**config.mk**
```make
export PLATFORM = sky130hd
export DESIGN_NAME = bwm_keybuf
export DESIGN_NICKNAME = d
export VERILOG_FILES = /design/src/rtl/core/bwm_pkg.sv /design/src/rtl/core/bwm_keybuf.sv
export SDC_FILE = /design/constraint.sdc
export NUM_CORES = 1
export LEC_CHECK = 0
export BUFFER_PORTS_ARGS = -buffer_cell sky130_fd_sc_hd__buf_2
export CAP_MARGIN = 30
export CORE_UTILIZATION = 62
export CTS_CLUSTER_SIZE = 20
export DETAILED_ROUTE_END_ITERATION = 10
export PLACE_DENSITY = 0.87
export SLEW_MARGIN = 20
export SYNTH_ARGS = -nofsm -noshare
export SYNTH_HDL_FRONTEND = slang
export SYNTH_SLANG_ARGS = --single-unit
export TNS_END_PERCENT = 1
```
**constraint.sdc**
```tcl
create_clock -name clk -period 4.15 [get_ports clk]
set_input_delay 0.415 -clock clk [delete_from_list [all_inputs] [get_ports clk]]
set_output_delay 0.415 -clock clk [all_outputs]
set_load 0.05 [all_outputs]
```
**src/rtl/core/bwm_pkg.sv**
```systemverilog
// ----------------------------------------------------------------------------
// bwm_pkg - shared types, constants and helpers
// Sizes of the dictionary store and key buffers, request codes, result codes,
// byte classification and the control structs passed between the modules.
// ----------------------------------------------------------------------------
package bwm_pkg;

  localparam int ENTRIES = 32;
  localparam int MAX_LEN = 32;

  localparam int LW    = $clog2(MAX_LEN + 1);
  localparam int JW    = $clog2(MAX_LEN);
  localparam int CW    = $clog2(ENTRIES + 1);
  localparam int EW    = (ENTRIES > 1) ? $clog2(ENTRIES) : 1;
  localparam int DEPTH = ENTRIES * MAX_LEN;
  localparam int AW    = (DEPTH > 1) ? $clog2(DEPTH) : 1;
  localparam int BW    = $clog2(DEPTH + 1);

  // register byte address
  localparam logic [2:0] REG_ENABLED = 3'd0;

  typedef enum logic [2:0] {
    K_TEXT       = 3'd0,
    K_END_TEXT   = 3'd1,
    K_ENTRY_BYTE = 3'd2,
    K_END_ENTRY  = 3'd3,
    K_CLEAR      = 3'd4
  } kind_t;

  typedef enum logic [1:0] {
    AK_VERDICT = 2'd0,
    AK_STATUS  = 2'd1,
    AK_CLEAR   = 2'd2
  } answer_kind_t;

  typedef enum logic [1:0] {
    ST_ADDED = 2'd0,
    ST_DUP   = 2'd1,
    ST_LONG  = 2'd2,
    ST_FULL  = 2'd3
  } entry_status_t;

  typedef struct packed {
    logic       push;
    logic       clr;
    logic [7:0] din;
  } kb_ctl_t;

  typedef struct packed {
    logic [LW-1:0] len;
    logic          over;
  } kb_stat_t;

  typedef struct packed {
    logic          dwe;
    logic [AW-1:0] daddr;
    logic [7:0]    ddata;
    logic          lwe;
    logic [EW-1:0] laddr;
    logic [LW-1:0] ldata;
  } store_wr_t;

  typedef struct packed {
    logic [1:0] answer_kind;
    logic       found;
    logic [1:0] entry_status;
    logic [5:0] entry_count;
  } result_t;

  function automatic logic [7:0] lower_byte(input logic [7:0] b);
    if (b >= 8'h41 && b <= 8'h5A) begin
      return b + 8'd32;
    end
    return b;
  endfunction

  function automatic logic is_space(input logic [7:0] b);
    return (b == 8'h20) || (b >= 8'h09 && b <= 8'h0D);
  endfunction

  function automatic logic is_alnum(input logic [7:0] b);
    return (b >= 8'h30 && b <= 8'h39) || (b >= 8'h41 && b <= 8'h5A) ||
           (b >= 8'h61 && b <= 8'h7A);
  endfunction

endpackage

```
**src/rtl/core/bwm_keybuf.sv**
```systemverilog
// ----------------------------------------------------------------------------
// bwm_keybuf - key byte buffer
// Appends bytes up to MAX_LEN, flags overflow beyond that, and serves one
// registered read per cycle to the compare sequencer.
// ----------------------------------------------------------------------------
module bwm_keybuf (
  input  logic                     clk,
  input  logic                     rst_n,
  input  bwm_pkg::kb_ctl_t         ctl,
  input  logic [bwm_pkg::JW-1:0]   raddr,
  output logic [7:0]               rdata,
  output bwm_pkg::kb_stat_t        stat
);

  logic [7:0]             mem_r [bwm_pkg::MAX_LEN];
  logic [7:0]             rdata_r;
  logic [bwm_pkg::LW-1:0] len_r;
  logic                   over_r;
  logic                   room;

  assign room = len_r < bwm_pkg::LW'(bwm_pkg::MAX_LEN);

  always_ff @(posedge clk) begin
    if (!rst_n) begin
      len_r  <= '0;
      over_r <= 1'b0;
    end else if (ctl.clr) begin
      len_r  <= '0;
      over_r <= 1'b0;
    end else if (ctl.push) begin
      if (room) begin
        len_r <= len_r + 1'b1;
      end else begin
        over_r <= 1'b1;
      end
    end
  end

  always_ff @(posedge clk) begin
    if (ctl.push && !ctl.clr && room) begin
      mem_r[len_r[bwm_pkg::JW-1:0]] <= ctl.din;
    end
    rdata_r <= mem_r[raddr];
  end

  assign rdata     = rdata_r;
  assign stat.len  = len_r;
  assign stat.over = over_r;

endmodule

```
==> flow_metrics.env <==
export IMPL_synthFlopType="edfxtp_1"
export IMPL_initial_core_util=0.644
export IMPL_worstMarginPinSlew_ns=1.01
export IMPL_drt_total_wl_um=21700
export IMPL_die_area_um2=17300
export IMPL_first_pass_iters=5
export IMPL_synth_top_area_cell="edfxtp_1"
export IMPL_rows=46
export IMPL_area_delta_synth_final_pct=12.2
export IMPL_grt_pass1_wl_um=32400
export IMPL_synth_area_um2=10400
export IMPL_wl_per_cell_um=29.5
export IMPL_finalSetupTns_ns=0
export IMPL_post_route_min_period_ns=2.37
export IMPL_fin_area_um2=11700
export IMPL_drt_first_iter_violations=653
export IMPL_p_total_w=0.00573
export IMPL_io_buffer_count=31
export IMPL_max_freq_mhz=423
export IMPL_endpoint_kind="flip-flop"
export IMPL_postCtsHoldBufs=0
export IMPL_cts_resized=0
export IMPL_ant_nets=0
export IMPL_ir_worst_vdd_v=0.000381
export IMPL_cts_made_buffers=25
export IMPL_synth_top_area_frac=0.741
export IMPL_core_um2=16100
export IMPL_finalSetupViolCount=0
export IMPL_placed_area_um2=10700
export IMPL_leakage_nw=3.69
export IMPL_worstSetupPathType="reg2reg"
export IMPL_antenna_found_initial=0
export IMPL_vias=4963
export IMPL_worst_clock_skew_ns=0.0230
export IMPL_whs_path_depth=3
export IMPL_setup_ws_ns=1.78
export IMPL_synth_edf_count=256
export IMPL_cts_setup_buffers=0
export IMPL_pin_count=32
export IMPL_syn_mean_instance_area_um2=22.7
export IMPL_route_detailed_drc=0
export IMPL_slew_headroom=0.323
export IMPL_drive_above_1_share=0.327
export IMPL_clock_sinks=271
export IMPL_synth_most_common_cell="edfxtp_1"
export IMPL_grt_start_max_net_pins=37
export IMPL_cp_data_required_time_ns=4.29
export IMPL_slew_violations=0
export IMPL_synth_area_leaders="edfxtp_1 74%, mux4_2 17%, dfxtp_1 2.9%"
export IMPL_final_nets=522
export IMPL_post_route_util=0.723
export IMPL_synth_seq_cells=271
export IMPL_netlist_top_cells_count="256 x edfxtp_1, 80 x mux4_2, 39 x nor2_1"
export IMPL_status="complete, no violations"
export IMPL_power_density_nw_per_um2=492
export IMPL_ys_seq_area_frac=0.769
export IMPL_htree_levels=1
export IMPL_dpl_hpwl_um=12200
export IMPL_maxCapViolCount=0
export IMPL_grt_overflow=0
export IMPL_r2r_cells=3
export IMPL_synthesis_nets=478
export IMPL_finalHoldViolations=0
export IMPL_cts_tree="built"
export IMPL_async_reset_ff_frac=0
export IMPL_track_usage=0.263
export IMPL_hp_class="in2reg"
export IMPL_rsz0062_at_grt="no"
export IMPL_fillers=879
export IMPL_cp_start_kind="flip-flop"
export IMPL_gp_congestion=0.719
export IMPL_synthDistinctLibCells=30
export IMPL_die_w_um=131
export IMPL_clk_pin_slew_ns=0.07
export IMPL_die_h_um=131
export IMPL_routed_via_density=6.74
export IMPL_dpl_worst_slack_ns=1.31
export IMPL_grt_pass1_vias=5087
export IMPL_synthCells=457
export IMPL_clkLatencyLatePin_ns=0.53
export IMPL_cts_root_buf="clkbuf_16"
export IMPL_antenna_cells=0
export IMPL_arrival_ns=2.51
export IMPL_regToRegSetupSlack_ns=1.78
export IMPL_cts_buffer_depth=3
export IMPL_fin_crit_sh=0.570
export IMPL_worstPathMaxFanout=8
export IMPL_yosysWarningCount=0
## registers in the layout, summed over array words and instances, names as in the netlist
name,cells
mem_r,256
over_r,1
len_r,6
rdata,8
## cell usage in the layout, fill, tap and decap left out, types with 6 or more instances in the layout
| master | instances |
|---|---|
| clkbuf_1 | 6 |
| edfxtp_1 | 256 |
| buf_4 | 7 |
| nor2_1 | 38 |
| buf_2 | 30 |
| mux2_2 | 8 |
| nand2_1 | 8 |
| dfxtp_1 | 15 |
| mux4_2 | 80 |
| clkbuf_8 | 6 |
| clkbuf_16 | 25 |
## worst max-delay path: stages, from the launching register on
cell and delay (ns):
dfxtp_1 0.35, nor3b_1 0.42, nand2_1 0.36, nor2_1 0.84
## stage by stage
| step | instances | hold WS, ns |
|---|---|---|
| finish | 736 | 0.192 |
| global route | 736 | 0.220 |
| CTS | 731 | 0.181 |
| detailed placement | 685 | 0.465 |
| global placement | 685 | 0.451 |
| floorplan | 457 | 0.438 |
## kinds of logic after synthesis
| logic type | after synthesis | share of synthesized area |
|---|---|---|
| flops | 271 | 0.769 |
| mux | 89 | 0.183 |
| simple gates | 60 | 0.0251 |
| compound gates | 6 | 0.00337 |
| buf+inv | 25 | 0.0124 |
| fa+ha+maj | 4 | 0.00482 |
| xor+xnor | 2 | 0.00169 |
## layout make-up
| type | count | area [µm²] | area share |
|---|---|---|---|
| Multi-Input combinational cell | 161 | 2270 | 0.195 |
| Clock inverter | 9 | 151 | 0.0130 |
| Sequential cell | 271 | 7990 | 0.685 |
| Inverter | 3 | 11.3 | 0.000966 |
| Timing Repair Buffer | 39 | 234 | 0.0201 |
| Clock buffer | 37 | 731 | 0.0627 |
| Tap cell | 216 | 270 | 0.0232 |
## routing by layer
layer / share of wire / vias to the layer above / track usage
met5: 0 / - / 0
li1: - / 1985 / -
met1: 0.37 / 2550 / 0.375
met4: 0.026 / 0 / 0.0853
met2: 0.49 / 382 / 0.422
met3: 0.11 / 46 / 0.0463
## power by group
group | switching (W) | internal, W | total, W
combinational | 0.000169 | 0.000106 | 0.000275
clock | 0.000974 | 0.00147 | 0.00244
sequential | 0.00000782 | 0.00300 | 0.00301
## path summary, 6_finish.rpt
kind | startpoint | endpoint
max | len_r[5] | mem_r[17][0]
min | ctl[9] | len_r[5]
max reg2reg | len_r[5] | mem_r[17][0]
min reg2reg | over_r | over_r
(Power assumes the default switching activity.)
