File: config.mk
export PLATFORM = sky130hd
export DESIGN_NAME = bwm_seq
export DESIGN_NICKNAME = d
export VERILOG_FILES = /design/src/rtl/core/bwm_pkg.sv /design/src/rtl/core/bwm_seq.sv
export SDC_FILE = /design/constraint.sdc
export NUM_CORES = 1
export LEC_CHECK = 0
export ABC_AREA = 1
export BUFFER_PORTS_ARGS = -buffer_cell sky130_fd_sc_hd__buf_2
export CORE_MARGIN = 2
export CORE_UTILIZATION = 32
export DETAILED_ROUTE_END_ITERATION = 7
export PLACE_DENSITY_LB_ADDON = 0.08
export SYNTH_ARGS = -nofsm -noshare
export SYNTH_HDL_FRONTEND = slang
export SYNTH_SLANG_ARGS = --single-unit
File: constraint.sdc
create_clock -name clk -period 5.8 [get_ports clk]
set_input_delay 0.29 -clock clk [delete_from_list [all_inputs] [get_ports clk]]
set_output_delay 0.29 -clock clk [all_outputs]
set_load 0.005 [all_outputs]
File: src/rtl/core/bwm_pkg.sv
// ----------------------------------------------------------------------------
// bwm_pkg - shared types, constants and helpers
// Sizes of the dictionary store and key buffers, request codes, result codes,
// byte classification and the control structs passed between the modules.
// ----------------------------------------------------------------------------
package bwm_pkg;

  localparam int ENTRIES = 32;
  localparam int MAX_LEN = 32;

  localparam int LW    = $clog2(MAX_LEN + 1);
  localparam int JW    = $clog2(MAX_LEN);
  localparam int CW    = $clog2(ENTRIES + 1);
  localparam int EW    = (ENTRIES > 1) ? $clog2(ENTRIES) : 1;
  localparam int DEPTH = ENTRIES * MAX_LEN;
  localparam int AW    = (DEPTH > 1) ? $clog2(DEPTH) : 1;
  localparam int BW    = $clog2(DEPTH + 1);

  // register byte address
  localparam logic [2:0] REG_ENABLED = 3'd0;

  typedef enum logic [2:0] {
    K_TEXT       = 3'd0,
    K_END_TEXT   = 3'd1,
    K_ENTRY_BYTE = 3'd2,
    K_END_ENTRY  = 3'd3,
    K_CLEAR      = 3'd4
  } kind_t;

  typedef enum logic [1:0] {
    AK_VERDICT = 2'd0,
    AK_STATUS  = 2'd1,
    AK_CLEAR   = 2'd2
  } answer_kind_t;

  typedef enum logic [1:0] {
    ST_ADDED = 2'd0,
    ST_DUP   = 2'd1,
    ST_LONG  = 2'd2,
    ST_FULL  = 2'd3
  } entry_status_t;

  typedef struct packed {
    logic       push;
    logic       clr;
    logic [7:0] din;
  } kb_ctl_t;

  typedef struct packed {
    logic [LW-1:0] len;
    logic          over;
  } kb_stat_t;

  typedef struct packed {
    logic          dwe;
    logic [AW-1:0] daddr;
    logic [7:0]    ddata;
    logic          lwe;
    logic [EW-1:0] laddr;
    logic [LW-1:0] ldata;
  } store_wr_t;

  typedef struct packed {
    logic [1:0] answer_kind;
    logic       found;
    logic [1:0] entry_status;
    logic [5:0] entry_count;
  } result_t;

  function automatic logic [7:0] lower_byte(input logic [7:0] b);
    if (b >= 8'h41 && b <= 8'h5A) begin
      return b + 8'd32;
    end
    return b;
  endfunction

  function automatic logic is_space(input logic [7:0] b);
    return (b == 8'h20) || (b >= 8'h09 && b <= 8'h0D);
  endfunction

  function automatic logic is_alnum(input logic [7:0] b);
    return (b >= 8'h30 && b <= 8'h39) || (b >= 8'h41 && b <= 8'h5A) ||
           (b >= 8'h61 && b <= 8'h7A);
  endfunction

endpackage

File: src/rtl/core/bwm_seq.sv
// ----------------------------------------------------------------------------
// bwm_seq - request sequencer and byte compare unit
// Decodes requests, walks stored entries one byte per cycle through a single
// byte comparator, copies new entries into the store and holds the result.
// ----------------------------------------------------------------------------
module bwm_seq (
  input  logic                     clk,
  input  logic                     rst_n,
  input  logic                     enabled,
  input  logic                     in_valid,
  output logic                     in_ready,
  input  logic [2:0]               in_kind,
  input  logic [7:0]               in_byte,
  output bwm_pkg::kb_ctl_t         wctl,
  output bwm_pkg::kb_ctl_t         pctl,
  input  bwm_pkg::kb_stat_t        wstat,
  input  bwm_pkg::kb_stat_t        pstat,
  input  logic [7:0]               wkey,
  input  logic [7:0]               pkey,
  output logic [bwm_pkg::JW-1:0]   key_raddr,
  output bwm_pkg::store_wr_t       swr,
  output logic [bwm_pkg::AW-1:0]   draddr,
  output logic [bwm_pkg::EW-1:0]   lraddr,
  input  logic [7:0]               dict_q,
  input  logic [bwm_pkg::LW-1:0]   len_q,
  output logic                     out_valid,
  input  logic                     out_ready,
  output bwm_pkg::result_t         out_res
);

  typedef enum logic [3:0] {
    S_IDLE = 4'b0001,
    S_SCAN = 4'b0010,
    S_COPY = 4'b0100,
    S_DONE = 4'b1000
  } state_t;

  typedef enum logic [1:0] {
    OP_CLOSE = 2'd0,
    OP_TEXT  = 2'd1,
    OP_ENTRY = 2'd2,
    OP_CLEAR = 2'd3
  } op_t;

  state_t                 state_r, state_nxt;
  op_t                    op_r, op_nxt;
  logic                   src_pend_r, src_pend_nxt;
  logic [bwm_pkg::CW-1:0] e_r, e_nxt;
  logic [bwm_pkg::JW-1:0] j_r, j_nxt;
  logic [bwm_pkg::BW-1:0] base_r, base_nxt;
  logic [bwm_pkg::CW-1:0] count_r, count_nxt;
  logic                   match_r, match_nxt;
  logic [1:0]             status_r, status_nxt;
  logic                   out_valid_r, out_valid_nxt;
  bwm_pkg::result_t       res_r, res_nxt;

  logic                   in_fire;
  logic [bwm_pkg::LW-1:0] key_len;
  logic [7:0]             key_q;
  logic                   len_eq;
  logic                   byte_eq;
  logic                   last_byte;
  logic                   hit;
  logic                   miss;

  assign in_fire = in_valid && in_ready;
  assign in_ready = (state_r == S_IDLE);

  assign key_len   = src_pend_r ? pstat.len : wstat.len;
  assign key_q     = src_pend_r ? pkey : wkey;
  assign len_eq    = (len_q == key_len);
  assign byte_eq   = (dict_q == key_q);
  assign last_byte = (bwm_pkg::LW'(j_r) == key_len - 1'b1);
  assign hit       = len_eq && ((key_len == '0) || (byte_eq && last_byte));
  assign miss      = !len_eq || ((key_len != '0) && !byte_eq);

  always_comb begin
    logic start_word;
    logic start_scan;
    logic fin_word;
    logic do_add;
    logic fin_add;
    start_word    = 1'b0;
    start_scan    = 1'b0;
    fin_word      = 1'b0;
    do_add        = 1'b0;
    fin_add       = 1'b0;
    state_nxt     = state_r;
    op_nxt        = op_r;
    src_pend_nxt  = src_pend_r;
    e_nxt         = e_r;
    j_nxt         = j_r;
    base_nxt      = base_r;
    count_nxt     = count_r;
    match_nxt     = match_r;
    status_nxt    = status_r;
    res_nxt       = res_r;
    out_valid_nxt = out_valid_r && !out_ready;
    wctl          = '0;
    pctl          = '0;
    swr           = '0;

    unique case (state_r)
      S_IDLE: begin
        if (in_fire) begin
          e_nxt    = '0;
          j_nxt    = '0;
          base_nxt = '0;
          unique case (in_kind)
            bwm_pkg::K_TEXT: begin
              if (bwm_pkg::is_space(in_byte)) begin
                op_nxt     = OP_CLOSE;
                start_word = 1'b1;
              end else if (bwm_pkg::is_alnum(in_byte)) begin
                wctl.push = 1'b1;
                wctl.din  = bwm_pkg::lower_byte(in_byte);
              end
            end
            bwm_pkg::K_END_TEXT: begin
              op_nxt     = OP_TEXT;
              start_word = 1'b1;
            end
            bwm_pkg::K_ENTRY_BYTE: begin
              pctl.push = 1'b1;
              pctl.din  = bwm_pkg::lower_byte(in_byte);
            end
            bwm_pkg::K_END_ENTRY: begin
              op_nxt = OP_ENTRY;
              if (pstat.over) begin
                status_nxt = bwm_pkg::ST_LONG;
                pctl.clr   = 1'b1;
                state_nxt  = S_DONE;
              end else if (count_r != '0) begin
                src_pend_nxt = 1'b1;
                start_scan   = 1'b1;
              end else begin
                do_add = 1'b1;
              end
            end
            bwm_pkg::K_CLEAR: begin
              op_nxt    = OP_CLEAR;
              count_nxt = '0;
              state_nxt = S_DONE;
            end
            default: begin
            end
          endcase
          if (start_word) begin
            if (wstat.len != '0 && !wstat.over && count_r != '0) begin
              src_pend_nxt = 1'b0;
              start_scan   = 1'b1;
            end else begin
              fin_word = 1'b1;
            end
          end
          if (start_scan) begin
            state_nxt = S_SCAN;
          end
        end
      end
      S_SCAN: begin
        if (hit) begin
          if (src_pend_r) begin
            status_nxt = bwm_pkg::ST_DUP;
            pctl.clr   = 1'b1;
            state_nxt  = S_DONE;
          end else begin
            match_nxt = 1'b1;
            fin_word  = 1'b1;
          end
        end else if (miss) begin
          base_nxt = base_r + bwm_pkg::BW'(bwm_pkg::MAX_LEN);
          j_nxt    = '0;
          if (e_r + 1'b1 == count_r) begin
            if (src_pend_r) begin
              do_add = 1'b1;
            end else begin
              fin_word = 1'b1;
            end
          end else begin
            e_nxt = e_r + 1'b1;
          end
        end else begin
          j_nxt = j_r + 1'b1;
        end
      end
      S_COPY: begin
        swr.dwe   = 1'b1;
        swr.daddr = bwm_pkg::AW'(base_r + bwm_pkg::BW'(j_r));
        swr.ddata = pkey;
        if (bwm_pkg::LW'(j_r) == pstat.len - 1'b1) begin
          fin_add = 1'b1;
        end else begin
          j_nxt = j_r + 1'b1;
        end
      end
      S_DONE: begin
        if (!out_valid_r || out_ready) begin
          out_valid_nxt       = 1'b1;
          res_nxt.found       = 1'b0;
          res_nxt.entry_status = '0;
          res_nxt.entry_count = 6'(count_r);
          unique case (op_r)
            OP_TEXT: begin
              res_nxt.answer_kind = bwm_pkg::AK_VERDICT;
              res_nxt.found       = enabled && match_r;
              match_nxt           = 1'b0;
            end
            OP_ENTRY: begin
              res_nxt.answer_kind  = bwm_pkg::AK_STATUS;
              res_nxt.entry_status = status_r;
            end
            default: begin
              res_nxt.answer_kind = bwm_pkg::AK_CLEAR;
            end
          endcase
          state_nxt = S_IDLE;
        end
      end
      default: begin
        state_nxt = S_IDLE;
      end
    endcase

    if (fin_word) begin
      wctl.clr  = 1'b1;
      state_nxt = (op_nxt == OP_TEXT) ? S_DONE : S_IDLE;
    end

    if (do_add) begin
      if (count_r >= bwm_pkg::CW'(bwm_pkg::ENTRIES)) begin
        status_nxt = bwm_pkg::ST_FULL;
        pctl.clr   = 1'b1;
        state_nxt  = S_DONE;
      end else if (pstat.len == '0) begin
        fin_add = 1'b1;
      end else begin
        j_nxt     = '0;
        state_nxt = S_COPY;
      end
    end

    if (fin_add) begin
      swr.lwe    = 1'b1;
      swr.laddr  = count_r[bwm_pkg::EW-1:0];
      swr.ldata  = pstat.len;
      count_nxt  = count_r + 1'b1;
      status_nxt = bwm_pkg::ST_ADDED;
      pctl.clr   = 1'b1;
      state_nxt  = S_DONE;
    end
  end

  assign key_raddr = j_nxt;
  assign draddr    = bwm_pkg::AW'(base_nxt + bwm_pkg::BW'(j_nxt));
  assign lraddr    = e_nxt[bwm_pkg::EW-1:0];

  always_ff @(posedge clk) begin
    if (!rst_n) begin
      state_r     <= S_IDLE;
      op_r        <= OP_CLOSE;
      count_r     <= '0;
      match_r     <= 1'b0;
      out_valid_r <= 1'b0;
    end else begin
      state_r     <= state_nxt;
      op_r        <= op_nxt;
      count_r     <= count_nxt;
      match_r     <= match_nxt;
      out_valid_r <= out_valid_nxt;
    end
  end

  always_ff @(posedge clk) begin
    src_pend_r <= src_pend_nxt;
    e_r        <= e_nxt;
    j_r        <= j_nxt;
    base_r     <= base_nxt;
    status_r   <= status_nxt;
    res_r      <= res_nxt;
  end

  assign out_valid = out_valid_r;
  assign out_res   = res_r;

`ifndef SYNTH
  a_count_bound: assert property (@(posedge clk) disable iff (!rst_n)
    count_r <= bwm_pkg::CW'(bwm_pkg::ENTRIES))
    else $error("entry count above store size");

  a_scan_entry: assert property (@(posedge clk) disable iff (!rst_n)
    state_r == S_SCAN |-> e_r < count_r)
    else $error("scan past last stored entry");

  a_copy_range: assert property (@(posedge clk) disable iff (!rst_n)
    state_r == S_COPY |-> bwm_pkg::LW'(j_r) < pstat.len && !pstat.over)
    else $error("copy offset outside pending entry");

  a_result_src: assert property (@(posedge clk) disable iff (!rst_n)
    $rose(out_valid_r) |-> $past(state_r == S_DONE))
    else $error("result raised outside done state");

  a_no_clobber: assert property (@(posedge clk) disable iff (!rst_n)
    out_valid_r && !out_ready |=> $stable(res_r))
    else $error("pending result overwritten");
`endif

endmodule

==> qor.txt <==
Post-CTS Hold Fix Bufs = 0
Overflow after GRT = 0
crit path to = draddr[9]
# IOs = 144
Synth Area in Simple Gates = 0.3824
share of the synthesized area in the top cell type = 0.1623
I/O Buffers = 143
fraction of the mapped netlist area in adder cells = 0.07234
DIE AREA = 15130 µm²
Tot Pwr = 920.9 µW
H-Tree Depth = 2
Clk pin slew, worst setup/hold paths = 0.07 ns
Starting DRT DRC Count = 238
Avg Cell Area, Syn = 6.200 µm²
status = finished clean
final worst setup slack = 0.7703 ns
P_leak = 3.037 nW
FF-to-FF path depth = 13
layout cells sized above 1 = 0.2092
Max IR drop VDD = 0.00009433 V
root buf cell = clkbuf_16
largest net degree at the start of global routing = 28
xor/xnor cell area share of the yosys netlist = 0.06157
mux contribution to synthesized area = 0
dpl ws = 1.091 ns
Finished Core Util = 0.3980
first-pass GRT wire length = 22.11 mm
Worst path most repeated cell = nand2_1
synthesized area = 4532 µm²
Worst path max stage delay = 1.02 ns
Tmin final = 5.030 ns
Post-Route Setup TNS = 0 ns
flops & latches, synth = 49
CTS max path bufs = 2
CTS sink count = 49
Die X = 123.0 µm
initial antenna violation count = 0
Max-Cap Viols = 0
Synthesis Warnings = 0
die extent in y = 123.0 µm
Row Count = 43
drt drc = 0
Via-to-Cell Ratio = 4.648
critical path class = reg2out
Max Clock Freq = 198.8 MHz
RSZ-0062 raised after global routing = false
Synth Area in Compound Gates = 0.1060
number of global-route vias before repair = 4655
startpoint types = flip-flop
NumNets Final = 954
CP max FO = 27
core area = 13880 µm²
endpoint class of the critical path = output port
Final HPWL DP = 11.02 mm
worst r2r dst = count_r[0]
DP Area = 5378 µm²
clock skew = 0.007182 ns
clk_lat worst skew = 0.30 ns
Ant. Diodes = 0
worst reg2reg path startpoint = src_pend_r
Pwr Density = 166.7 nW/µm²
Hold Crit Class = in2reg
Tightest Pin Transition = 1.131 ns
TritonCTS clock tree = built
worst-path cell with the longest stage delay = edfxtp_1
DR WL/cell = 13.02 µm
total wire length = 13.67 mm
Placed Cells incl. Taps = 1042
Hold Worst Slack = 0.2153 ns
final hold viol count = 0
Fillers = 1556
critical path depth = 30
worst path buffer plus inverter count = 5
Post-Syn Instances = 731
CP startpoint = src_pend_r
fin crit share = 0.8672
final setup fails = 0
worst endpoint required time = 5.51 ns
drt first pass iters = 6
total CTS buffers = 5
delay-heaviest family, CP = simple AND/OR/NAND/NOR gates
count of cell types in the netlist = 40
routability cong. = 0.8720
Design Area, Final = 5524 µm²
Synth area leaders = nand2_1, dfxtp_1, inv_1, edfxtp_1, nor2_1
sequential area share after synthesis = 0.2452
setup bufs post-CTS = 0
post_cts resized = 0
via count = 4880
Slew Limit Fails = 0
area grow syn2layout = 21.89%
main combinational cell family by area after synthesis = simple AND/OR/NAND/NOR gates
Max-Slew Margin vs Limit = 0.2432
Final Non-Filler Cells = 1050
Post-Syn Nets = 816
GRT Overall Usage = 0.1842
Initial Util = 0.3265
Routed Antenna Nets = 0
crit path DAT = 4.74 ns
area leader, netlist = nand2_1
slack of the worst reg-to-reg path = 2.36 ns
sequential cells by signal, indices dropped and copies added, names as in the netlist:
name        cells
match_r         1
status_r        2
out_res        11
op_r            2
base_r         10
e_r             6
count_r         6
j_r             5
src_pend_r      1
out_valid       1
state_r         4
placed cells by master (no fill, tap or decap), drive strengths merged, types with 2 or more instances in the layout:
cell,n
a22oi,2
nand3,61
edfxtp,13
xor2,23
dfxtp,36
inv,131
o211ai,3
xnor2,8
nor2,95
nand3b,5
nand2,205
nand4,10
o21ai,37
a21oi,32
clkbuf,5
fa,2
ha,23
buf,144
clkinv,3
a31oi,5
nor3,22
final cells by class:
type                       instances  area, µm²  area share
multi-input combinational        537       2820      0.5105
sequential                        49       1111      0.2011
timing repair buffer             144      723.2      0.1309
inverter                         132      498.0     0.09015
tap                              180      225.2     0.04077
clock buffer                       5      125.1     0.02265
clock inverter                     3      21.27    0.003851
report_power, final:
group          internal, mW  switching [mW]  total, mW
Combinational        0.0890           0.148      0.237
Sequential            0.362          0.0210      0.383
Clock                 0.161           0.140      0.301
Yosys cell counts (all sizes together):
cell type	n
o311ai	1
a21oi	32
edfxtp	13
o211ai	3
xor2	23
a31oi	5
nand4	10
buf	11
ha	23
inv	130
nor3	22
o31ai	1
clkbuf	2
xnor2	8
fa	2
o211a	1
o21ai	37
clkinv	2
dfxtp	36
a22oi	2
nand3b	5
o22ai	1
nor2	95
nand3	61
nand2	205
routing by layer:
layer  track usage  share of wire  wire (µm)  vias to the layer above
li1              -              -          -                     2583
met1        0.2445           0.47       6449                     2156
met2        0.3104           0.45       6214                      131
met3       0.03137          0.062        848                       10
met4       0.04688          0.012        161                        0
met5             0              0          0                        -
worst register-to-register path, stage by stage (launching register included):
cell and delay [ns]:
edfxtp_1 1.02, nand2_1 0.11, o21ai_0 0.17, ha_1 0.28, nand3_1 0.12, nor2_1 0.17, nand3_1 0.12, nand2_1 0.13
nand2_4 0.11, nand3_2 0.13, nand2_4 0.08, a21oi_4 0.50, nor2_1 0.14, nor3_1 0.26
cells by family after synthesis:
| family | count (synthesis) |
|---|---|
| and+or+nand+nor | 398 |
| buffers and inverters | 145 |
| AOI/OAI and AO/OA | 83 |
| DFF | 49 |
| xor gates and xnor gates | 31 |
| adders and majority gates | 25 |
worst min path at each step:
stage / start / slack (ns) / end / cells past startpoint
final: rst_n / 0.22 / state_r[0] / 2
after global routing: rst_n / 0.22 / state_r[0] / 2
after CTS: rst_n / 0.21 / state_r[0] / 2
after detailed placement: match_r / 0.45 / match_r / 2
after global placement: match_r / 0.45 / match_r / 2
after floorplan: rst_n / 0.36 / state_r[0] / 1
No activity file was read; power rests on OpenSTA's default activity.
